[src/hdl/rdsr_pkg.sv]
// ----------------------------------------------------------------------------
// rdsr_pkg
// Shared constants for the rational divide/subtract/reduce block.
// ----------------------------------------------------------------------------
package rdsr_pkg;

  // Default width of each fraction operand.
  localparam int unsigned OPERAND_WIDTH_DEF = 16;

  // Width of the reduced numerator and denominator on the result channel.
  localparam int unsigned RES_WIDTH = 34;

  // Operation codes carried in req_type.
  localparam logic OP_DIVIDE   = 1'b0;
  localparam logic OP_SUBTRACT = 1'b1;

  // Status codes on the result channel.
  localparam logic ST_OK       = 1'b0;
  localparam logic ST_DEN_ZERO = 1'b1;

endpackage

[src/hdl/rdsr_if.sv]
// ----------------------------------------------------------------------------
// rdsr_if
// Valid/ready channels: request beats of two fractions, result beats.
// ----------------------------------------------------------------------------
interface rdsr_req_if #(
  parameter int unsigned OPERAND_WIDTH = rdsr_pkg::OPERAND_WIDTH_DEF
) ();
  logic                            valid;
  logic                            ready;
  logic                            req_type;
  logic signed [OPERAND_WIDTH-1:0] a_num;
  logic signed [OPERAND_WIDTH-1:0] a_den;
  logic signed [OPERAND_WIDTH-1:0] b_num;
  logic signed [OPERAND_WIDTH-1:0] b_den;

  modport source (output valid, req_type, a_num, a_den, b_num, b_den, input ready);
  modport sink   (input valid, req_type, a_num, a_den, b_num, b_den, output ready);
endinterface

interface rdsr_rsp_if ();
  import rdsr_pkg::*;
  logic                        valid;
  logic                        ready;
  logic signed [RES_WIDTH-1:0] res_num;
  logic signed [RES_WIDTH-1:0] res_den;
  logic                        status;

  modport source (output valid, res_num, res_den, status, input ready);
  modport sink   (input valid, res_num, res_den, status, output ready);
endinterface

[src/hdl/rational_divide_subtract_reduce.sv]
// ----------------------------------------------------------------------------
// rational_divide_subtract_reduce
// Divides or subtracts two signed fractions and reduces the result by the
// GCD of the magnitudes, keeping the computed signs.
// ----------------------------------------------------------------------------
//  channel  dir  handshake          payload
//  req_i    in   valid / ready      req_type, a_num, a_den, b_num, b_den
//  rsp_o    out  valid / ready      res_num, res_den, status
//
//  One request beat is taken at a time; ready is low while it is worked on.
//  A beat passes through the products and signs, binary GCD steps on the
//  shared subtractor, and two bit-serial exact divides, one for the
//  numerator and one for the denominator. A zero denominator skips the GCD
//  and divides.
//  The result register lets the next request in while a result waits.
//  Reset is asynchronous, active low, and clears the sequencer and valid.
// ----------------------------------------------------------------------------
module rational_divide_subtract_reduce #(
  parameter int unsigned OPERAND_WIDTH = rdsr_pkg::OPERAND_WIDTH_DEF
) (
  input  logic       clk_i,
  input  logic       rst_ni,
  rdsr_req_if.sink   req_i,
  rdsr_rsp_if.source rsp_o
);
  import rdsr_pkg::*;

  localparam int unsigned W  = OPERAND_WIDTH;
  localparam int unsigned PW = 2 * W;
  localparam int unsigned MW = PW;
  localparam int unsigned SW = PW + 1;
  localparam int unsigned CW = $clog2(MW);
  localparam int unsigned XW = (MW > RES_WIDTH) ? MW : RES_WIDTH;

  typedef enum logic [11:0] {
    S_IDLE = 12'b0000_0000_0001,
    S_MUL0 = 12'b0000_0000_0010,
    S_MUL1 = 12'b0000_0000_0100,
    S_MUL2 = 12'b0000_0000_1000,
    S_NUM  = 12'b0000_0001_0000,
    S_NABS = 12'b0000_0010_0000,
    S_DABS = 12'b0000_0100_0000,
    S_SHR  = 12'b0000_1000_0000,
    S_GCD  = 12'b0001_0000_0000,
    S_DIVN = 12'b0010_0000_0000,
    S_DIVD = 12'b0100_0000_0000,
    S_DONE = 12'b1000_0000_0000
  } state_e;

  state_e state_q, state_d;

  // Operand registers.
  logic                req_type_q, req_type_d;
  logic signed [W-1:0] an_q, an_d, ad_q, ad_d, bn_q, bn_d, bd_q, bd_d;

  // Products, signed values and magnitudes.
  logic signed [PW-1:0] p_q, p_d, q_q, q_d;
  logic [SW-1:0]        nsig_q, nsig_d, dsig_q, dsig_d;
  logic [MW-1:0]        num_q, num_d, den_q, den_d, u_q, u_d, v_q, v_d;
  logic                 nneg_q, nneg_d, dneg_q, dneg_d, zero_q, zero_d;
  logic [SW-1:0]        rem_q, rem_d;
  logic [CW-1:0]        cnt_q, cnt_d;

  // Result register.
  logic                        rsp_valid_q, rsp_valid_d;
  logic signed [RES_WIDTH-1:0] res_num_q, res_num_d, res_den_q, res_den_d;
  logic                        status_q, status_d;

  // Shared units.
  logic signed [W-1:0]  mul_a, mul_b;
  logic signed [PW-1:0] prod;
  logic [SW-1:0]        sub_a, sub_b, sub_diff, rem_sh;
  logic                 sub_borrow, dvd_msb;
  logic [XW-1:0]        num_x, den_x;
  logic [RES_WIDTH-1:0] num_t, den_t;

  rdsr_mul #(.OPERAND_WIDTH(W)) u_mul (
    .clk_i  (clk_i),
    .a_i    (mul_a),
    .b_i    (mul_b),
    .prod_o (prod)
  );

  rdsr_sub #(.WIDTH(SW)) u_sub (
    .a_i      (sub_a),
    .b_i      (sub_b),
    .diff_o   (sub_diff),
    .borrow_o (sub_borrow)
  );

  // Multiplier operand select: a_num*b_den, a_den*b_num, a_den*b_den.
  always_comb begin
    mul_a = an_q;
    mul_b = bd_q;
    case (state_q)
      S_MUL1: begin
        mul_a = ad_q;
        mul_b = bn_q;
      end
      S_MUL2: begin
        mul_a = ad_q;
        mul_b = bd_q;
      end
      default: begin
      end
    endcase
  end

  // Restoring-divide trial remainder brings in the next dividend bit.
  assign dvd_msb = (state_q == S_DIVN) ? num_q[MW-1] : den_q[MW-1];
  assign rem_sh  = {rem_q[SW-2:0], dvd_msb};

  // Subtractor operand select.
  always_comb begin
    sub_a = '0;
    sub_b = '0;
    case (state_q)
      S_NUM: begin
        sub_a = {p_q[PW-1], p_q};
        sub_b = {q_q[PW-1], q_q};
      end
      S_NABS: sub_b = nsig_q;
      S_DABS: sub_b = dsig_q;
      S_GCD: begin
        sub_a = {1'b0, u_q};
        sub_b = {1'b0, v_q};
      end
      S_DIVN, S_DIVD: begin
        sub_a = rem_sh;
        sub_b = {1'b0, v_q};
      end
      default: begin
      end
    endcase
  end

  // Quotients sized to the result width, then signed as computed.
  assign num_x = XW'(num_q);
  assign den_x = XW'(den_q);
  assign num_t = num_x[RES_WIDTH-1:0];
  assign den_t = den_x[RES_WIDTH-1:0];

  // Sequencer.
  always_comb begin
    state_d     = state_q;
    req_type_d  = req_type_q;
    an_d        = an_q;
    ad_d        = ad_q;
    bn_d        = bn_q;
    bd_d        = bd_q;
    p_d         = p_q;
    q_d         = q_q;
    nsig_d      = nsig_q;
    dsig_d      = dsig_q;
    num_d       = num_q;
    den_d       = den_q;
    u_d         = u_q;
    v_d         = v_q;
    nneg_d      = nneg_q;
    dneg_d      = dneg_q;
    zero_d      = zero_q;
    rem_d       = rem_q;
    cnt_d       = cnt_q;
    res_num_d   = res_num_q;
    res_den_d   = res_den_q;
    status_d    = status_q;
    rsp_valid_d = rsp_valid_q;

    if (rsp_valid_q && rsp_o.ready) begin
      rsp_valid_d = 1'b0;
    end

    case (state_q)
      S_IDLE: begin
        if (req_i.valid) begin
          req_type_d = req_i.req_type;
          an_d       = req_i.a_num;
          ad_d       = req_i.a_den;
          bn_d       = req_i.b_num;
          bd_d       = req_i.b_den;
          state_d    = S_MUL0;
        end
      end
      S_MUL0: state_d = S_MUL1;
      S_MUL1: begin
        p_d     = prod;
        state_d = S_MUL2;
      end
      S_MUL2: begin
        q_d     = prod;
        state_d = S_NUM;
      end
      S_NUM: begin
        if (req_type_q == OP_SUBTRACT) begin
          nsig_d = sub_diff;
          dsig_d = {prod[PW-1], prod};
        end else begin
          nsig_d = {p_q[PW-1], p_q};
          dsig_d = {q_q[PW-1], q_q};
        end
        state_d = S_NABS;
      end
      S_NABS: begin
        nneg_d  = nsig_q[SW-1];
        num_d   = nsig_q[SW-1] ? sub_diff[MW-1:0] : nsig_q[MW-1:0];
        state_d = S_DABS;
      end
      S_DABS: begin
        dneg_d  = dsig_q[SW-1];
        den_d   = dsig_q[SW-1] ? sub_diff[MW-1:0] : dsig_q[MW-1:0];
        zero_d  = (dsig_q == '0);
        u_d     = num_q;
        v_d     = den_d;
        state_d = (dsig_q == '0) ? S_DONE : S_SHR;
      end
      // Strip common factors of two from both values and the GCD pair.
      S_SHR: begin
        if (!u_q[0] && !v_q[0]) begin
          u_d   = u_q >> 1;
          v_d   = v_q >> 1;
          num_d = num_q >> 1;
          den_d = den_q >> 1;
        end else begin
          state_d = S_GCD;
        end
      end
      // Binary GCD on the odd part; v holds the GCD once u reaches zero.
      S_GCD: begin
        if (u_q == '0) begin
          rem_d   = '0;
          cnt_d   = CW'(MW - 1);
          state_d = S_DIVN;
        end else if (!u_q[0]) begin
          u_d = u_q >> 1;
        end else if (!v_q[0]) begin
          v_d = v_q >> 1;
        end else if (sub_borrow) begin
          u_d = v_q;
          v_d = u_q;
        end else begin
          u_d = {1'b0, sub_diff[MW-1:1]};
        end
      end
      // Exact divides, one quotient bit per cycle, quotient shifts in place.
      S_DIVN: begin
        rem_d = sub_borrow ? rem_sh : sub_diff;
        num_d = {num_q[MW-2:0], ~sub_borrow};
        if (cnt_q == '0) begin
          rem_d   = '0;
          cnt_d   = CW'(MW - 1);
          state_d = S_DIVD;
        end else begin
          cnt_d = cnt_q - 1'b1;
        end
      end
      S_DIVD: begin
        rem_d = sub_borrow ? rem_sh : sub_diff;
        den_d = {den_q[MW-2:0], ~sub_borrow};
        if (cnt_q == '0) begin
          state_d = S_DONE;
        end else begin
          cnt_d = cnt_q - 1'b1;
        end
      end
      S_DONE: begin
        if (!rsp_valid_q || rsp_o.ready) begin
          rsp_valid_d = 1'b1;
          if (zero_q) begin
            res_num_d = '0;
            res_den_d = '0;
            status_d  = ST_DEN_ZERO;
          end else begin
            res_num_d = nneg_q ? -num_t : num_t;
            res_den_d = dneg_q ? -den_t : den_t;
            status_d  = ST_OK;
          end
          state_d = S_IDLE;
        end
      end
      default: state_d = S_IDLE;
    endcase
  end

  // Control registers.
  always_ff @(posedge clk_i or negedge rst_ni) begin
    if (!rst_ni) begin
      state_q     <= S_IDLE;
      rsp_valid_q <= 1'b0;
    end else begin
      state_q     <= state_d;
      rsp_valid_q <= rsp_valid_d;
    end
  end

  // Datapath registers.
  always_ff @(posedge clk_i) begin
    req_type_q <= req_type_d;
    an_q       <= an_d;
    ad_q       <= ad_d;
    bn_q       <= bn_d;
    bd_q       <= bd_d;
    p_q        <= p_d;
    q_q        <= q_d;
    nsig_q     <= nsig_d;
    dsig_q     <= dsig_d;
    num_q      <= num_d;
    den_q      <= den_d;
    u_q        <= u_d;
    v_q        <= v_d;
    nneg_q     <= nneg_d;
    dneg_q     <= dneg_d;
    zero_q     <= zero_d;
    rem_q      <= rem_d;
    cnt_q      <= cnt_d;
    res_num_q  <= res_num_d;
    res_den_q  <= res_den_d;
    status_q   <= status_d;
  end

  assign req_i.ready   = (state_q == S_IDLE);
  assign rsp_o.valid   = rsp_valid_q;
  assign rsp_o.res_num = res_num_q;
  assign rsp_o.res_den = res_den_q;
  assign rsp_o.status  = status_q;

endmodule

[src/hdl/rdsr_mul.sv]
// ----------------------------------------------------------------------------
// rdsr_mul
// Shared signed multiplier with a registered product.
// ----------------------------------------------------------------------------
module rdsr_mul #(
  parameter int unsigned OPERAND_WIDTH = rdsr_pkg::OPERAND_WIDTH_DEF
) (
  input  logic                              clk_i,
  input  logic signed [OPERAND_WIDTH-1:0]   a_i,
  input  logic signed [OPERAND_WIDTH-1:0]   b_i,
  output logic signed [2*OPERAND_WIDTH-1:0] prod_o
);
  import rdsr_pkg::*;

  logic signed [2*OPERAND_WIDTH-1:0] prod_q;

  // One product per cycle; the register breaks the path to the sequencer.
  always_ff @(posedge clk_i) begin
    prod_q <= a_i * b_i;
  end

  assign prod_o = prod_q;

endmodule

[src/hdl/rdsr_sub.sv]
// ----------------------------------------------------------------------------
// rdsr_sub
// Shared subtract/compare unit used for the numerator difference, sign handling, GCD and division.
// ----------------------------------------------------------------------------
module rdsr_sub #(
  parameter int unsigned WIDTH = 2 * rdsr_pkg::OPERAND_WIDTH_DEF + 1
) (
  input  logic [WIDTH-1:0] a_i,
  input  logic [WIDTH-1:0] b_i,
  output logic [WIDTH-1:0] diff_o,
  output logic             borrow_o
);
  import rdsr_pkg::*;

  // The extra top bit gives the unsigned borrow, i.e. a_i < b_i.
  assign {borrow_o, diff_o} = {1'b0, a_i} - {1'b0, b_i};

endmodule

[src/flat_wrapper.sv]
// flat-port wrapper written by rule: the top's interface ports become plain ports
module rational_divide_subtract_reduce_flat import rdsr_pkg::*;
#(
  parameter int unsigned OPERAND_WIDTH = rdsr_pkg::OPERAND_WIDTH_DEF
)
  (clk_i, rst_ni, req_i_valid, req_i_req_type, req_i_a_num, req_i_a_den, req_i_b_num, req_i_b_den, req_i_ready, rsp_o_valid, rsp_o_res_num, rsp_o_res_den, rsp_o_status, rsp_o_ready);
  rdsr_req_if #(.OPERAND_WIDTH(OPERAND_WIDTH)) req_i_i ();
  rdsr_rsp_if rsp_o_i ();
  input  logic clk_i;
  input  logic rst_ni;
  input wire logic [$bits(req_i_i.valid)-1:0] req_i_valid;
  input wire logic [$bits(req_i_i.req_type)-1:0] req_i_req_type;
  input wire logic [$bits(req_i_i.a_num)-1:0] req_i_a_num;
  input wire logic [$bits(req_i_i.a_den)-1:0] req_i_a_den;
  input wire logic [$bits(req_i_i.b_num)-1:0] req_i_b_num;
  input wire logic [$bits(req_i_i.b_den)-1:0] req_i_b_den;
  output wire logic [$bits(req_i_i.ready)-1:0] req_i_ready;
  output wire logic [$bits(rsp_o_i.valid)-1:0] rsp_o_valid;
  output wire logic [$bits(rsp_o_i.res_num)-1:0] rsp_o_res_num;
  output wire logic [$bits(rsp_o_i.res_den)-1:0] rsp_o_res_den;
  output wire logic [$bits(rsp_o_i.status)-1:0] rsp_o_status;
  input wire logic [$bits(rsp_o_i.ready)-1:0] rsp_o_ready;
  assign req_i_i.valid = req_i_valid;
  assign req_i_i.req_type = req_i_req_type;
  assign req_i_i.a_num = req_i_a_num;
  assign req_i_i.a_den = req_i_a_den;
  assign req_i_i.b_num = req_i_b_num;
  assign req_i_i.b_den = req_i_b_den;
  assign req_i_ready = req_i_i.ready;
  assign rsp_o_valid = rsp_o_i.valid;
  assign rsp_o_res_num = rsp_o_i.res_num;
  assign rsp_o_res_den = rsp_o_i.res_den;
  assign rsp_o_status = rsp_o_i.status;
  assign rsp_o_i.ready = rsp_o_ready;
  rational_divide_subtract_reduce #(.OPERAND_WIDTH(OPERAND_WIDTH)) u_core (.clk_i(clk_i), .rst_ni(rst_ni), .req_i(req_i_i), .rsp_o(rsp_o_i));
endmodule
[config.mk]
export PLATFORM = sky130hd
export DESIGN_NAME = rational_divide_subtract_reduce_flat
export DESIGN_NICKNAME = d
export VERILOG_FILES = /design/src/hdl/rdsr_pkg.sv /design/src/hdl/rdsr_if.sv /design/src/hdl/rational_divide_subtract_reduce.sv /design/src/hdl/rdsr_mul.sv /design/src/hdl/rdsr_sub.sv /design/src/flat_wrapper.sv
export SDC_FILE = /design/constraint.sdc
export NUM_CORES = 2
export LEC_CHECK = 0
export ABC_AREA = 1
export BUFFER_PORTS_ARGS = -buffer_cell sky130_fd_sc_hd__buf_4
export CORE_AREA = 2 2 265 293
export DETAILED_ROUTE_END_ITERATION = 6
export DIE_AREA = 0 0 267 295
export PLACE_DENSITY = 0.65
export SKIP_LAST_GASP = 1
export SYNTH_ARGS = -nofsm -noshare
export SYNTH_HDL_FRONTEND = slang
export SYNTH_SLANG_ARGS = --single-unit
[constraint.sdc]
create_clock -name clk_i -period 10.4 [get_ports clk_i]
set_input_delay 0.52 -clock clk_i [delete_from_list [all_inputs] [get_ports clk_i]]
set_output_delay 0.52 -clock clk_i [all_outputs]
set_load 0.005 [all_outputs]
==> results.yml <==
yosys:
  yosysMostFrequentCell: "nand2_1"
  async_flop_share_pct: 2.73
  syn_area_um2: 35300
  seq_area_frac_synth_pct: 39.4
  synth_commonest_cells: "nand2_1, inv_1, edfxtp_1, nor2_1, fa_1"
  syn_inst: 4057
  synth_area_leaders: "edfxtp_1, fa_1, nand2_1, inv_1, ha_1"
  synth_nets: 4507
  synth_edf_count: 431
  synth_cell_types: 58
  ys_warn_count: 0
  synth_top_area_share_pct: 36.7
  syn_avg_cell_area_um2: 8.69
  synthFlopType: "edfxtp_1"
  ys_ff_latch: 476
  yosysTopAreaCell: "edfxtp_1"
timing:
  worst_pin_slew_ns: 1.37
  finalSetupViolCount: 0
  slew_violations: 0
  fmax_ghz: 0.128
  hold_viol_final: 0
  max_slew_margin_pct: 7.69
  tns_ns: 0
  clock_skew_ns: 0.0465
  fin_crit_ns: 7.81
  timing.final.crit_share_pct: 75.1
  rsz0062_at_grt: "false"
worst_setup_path:
  reg2reg_slack_ns: 2.59
  crit_path_end_kind: "flip-flop"
  arrival_ns: 8.30
  crit_type: "reg -> reg"
  required_ns: 10.88
  critPathLaunchType: "flip-flop"
  crit_fanout: 17
final_layout:
  nFillCells: 7159
  drive_above_1_share_pct: 8.28
  areaGrowthSynthToFinish_pct: 10.7
  final_nets: 4596
  diodes: 0
cts:
  cts_tree: "yes"
  ctsHoldBuffers: 1
  ctsLongestPathBuffers: 3
  cts_num_sinks: 476
  htreeDepth: 2
  post-cts-setup-buffers: 0
  cts_made_buffers: 53
  cts_resized: 0
  root_buffer: "clkbuf_16"
  cts.clk_slew.worst_paths_ns: 0.06
  clock_latency_ns: 0.64
global_route:
  grt_pass1_wl_mm: 174
  grt.total_usage_pct: 29.2
  grt_pass1_vias: 29200
  antenna_found_initial: 0
  grt_max_degree: 79
  overflow: 0
placed_design:
  port_buffers: 139
  hpwlAfterDp_mm: 90.0
  place_congestion: 1.02
routing:
  routedWlPerCell_um: 21.7
  vias: 29000
  vias_per_cell: 5.56
  drtAntennaViolNets: 0
  drc_errors: 0
  drt_iter0_markers: 2630
  routed_wl_mm: 113
  drt_first_pass_iters: 6
die:
  die_y_um: 295
  die_area_um2: 78800
  io_pins: 140
  die_x_um: 267
  start_util_pct: 46.6
  rows: 106
  core_region_area_um2: 75700
outcome:
  status: "finished, final reports clean"
run:
  maxCapViolations: 0
hold_path:
  hp-class: "in -> reg"
[worst paths after layout]
kind	from	end	cells after the start
setup / recovery	u_core.state_q[5]$_DFFE_PN0P_	u_core.u_mul.prod_o[26]$_DFF_P_	26
hold / removal	rsp_o_ready	u_core.rsp_o.valid$_DFF_PN0_	2
hold reg to reg	u_core.u_mul.prod_o[3]$_DFF_P_	u_core.p_q[3]$_DFFE_PP_	0
min in group asynchronous	rst_ni	u_core.rsp_o.valid$_DFF_PN0_	2
max in group asynchronous	rst_ni	u_core.state_q[0]$_DFFE_PN1P_	2
setup reg to reg	u_core.state_q[5]$_DFFE_PN0P_	u_core.u_mul.prod_o[26]$_DFF_P_	26
[area by class of cell]
type | instances | area [µm²] | share of cell area (%)
timing repair buffer | 185 | 1390 | 3.56
sequential | 476 | 13900 | 35.6
clock inverter | 31 | 333 | 0.852
multi-input combinational | 2707 | 18000 | 46.1
inverter | 723 | 2720 | 6.96
clock buffer | 69 | 1430 | 3.65
tap | 1026 | 1280 | 3.29
[metrics by stage]
step,util [%],setup WS (ns),hold slack [ns],cell area [µm²],instances
floorplan,-,2.96,0.224,35300,4057
global placement,49.2,2.78,0.374,37300,5116
detailed placement,49.2,2.67,0.377,37300,5116
CTS,51.6,2.62,0.0407,39100,5217
global route,51.6,2.09,0.0477,39100,5217
finish,51.6,2.59,0.0725,39100,5217
[state kept, by name, indices dropped and copies added (netlist names), 5 cells and up]
name                  count
u_core.ad_q              16
u_core.an_q              16
u_core.bd_q              16
u_core.bn_q              16
u_core.cnt_q              5
u_core.den_q             32
u_core.dsig_q            32
u_core.nsig_q            33
u_core.num_q             32
u_core.p_q               32
u_core.q_q               32
u_core.rem_q             32
u_core.rsp_o.res_den     34
u_core.rsp_o.res_num     34
u_core.state_q           12
u_core.u_mul.prod_o      32
u_core.u_q               32
u_core.v_q               32
[worst max-delay path, stage by stage (launching register included)]
cell and delay, ns:
dfrtp_1 0.38, nor2_1 0.18, nand2_1 0.15, nor2_4 0.21
inv_2 0.09, o21ai_4 0.41, inv_4 0.24, o21ai_2 0.63
nor2_1 0.22, fa_1 0.71, fa_1 0.89, inv_1 0.12
fa_1 0.44, fa_1 0.54, inv_1 0.05, fa_1 0.52
inv_1 0.05, fa_1 0.47, inv_1 0.04, ha_1 0.35
a21oi_1 0.25, o21ai_0 0.16, a21oi_1 0.15, nand3_1 0.14
nand2_1 0.08, nand2_1 0.05, xor2_1 0.14
[layout by cell type (no fill, tap or decap), drive strengths merged, types with 57 or more instances in the layout]
cell type and count:
a21oi 209, fa 263, nor2 404, nand4 57, clkbuf 69, edfxtp 431
o21ai 202, ha 118, nand2 900, inv 722, nand3 151, buf 184
nor3 57
[metal layers]
metal | global-route usage, % | routed length, µm
met4 | 13.7 | 5880
met5 | 0 | 0
met2 | 50.1 | 55000
met3 | 4.18 | 8620
met1 | 36.4 | 43800
[cell families (layout without fill, tap and decap cells)]
group,Yosys count,in the layout,share of synthesized area (%)
simple gates,1619,1619,19.0
fa+ha+maj,381,381,19.1
mux,1,1,0.0284
flops,476,476,39.4
xor+xnor,49,49,1.22
buf+inv,874,1008,9.62
compound gates,657,657,11.6
Power is left out: the tool's default activity adds up to more than one toggle a clock period on the data nets, which glitch-free logic cannot reach.
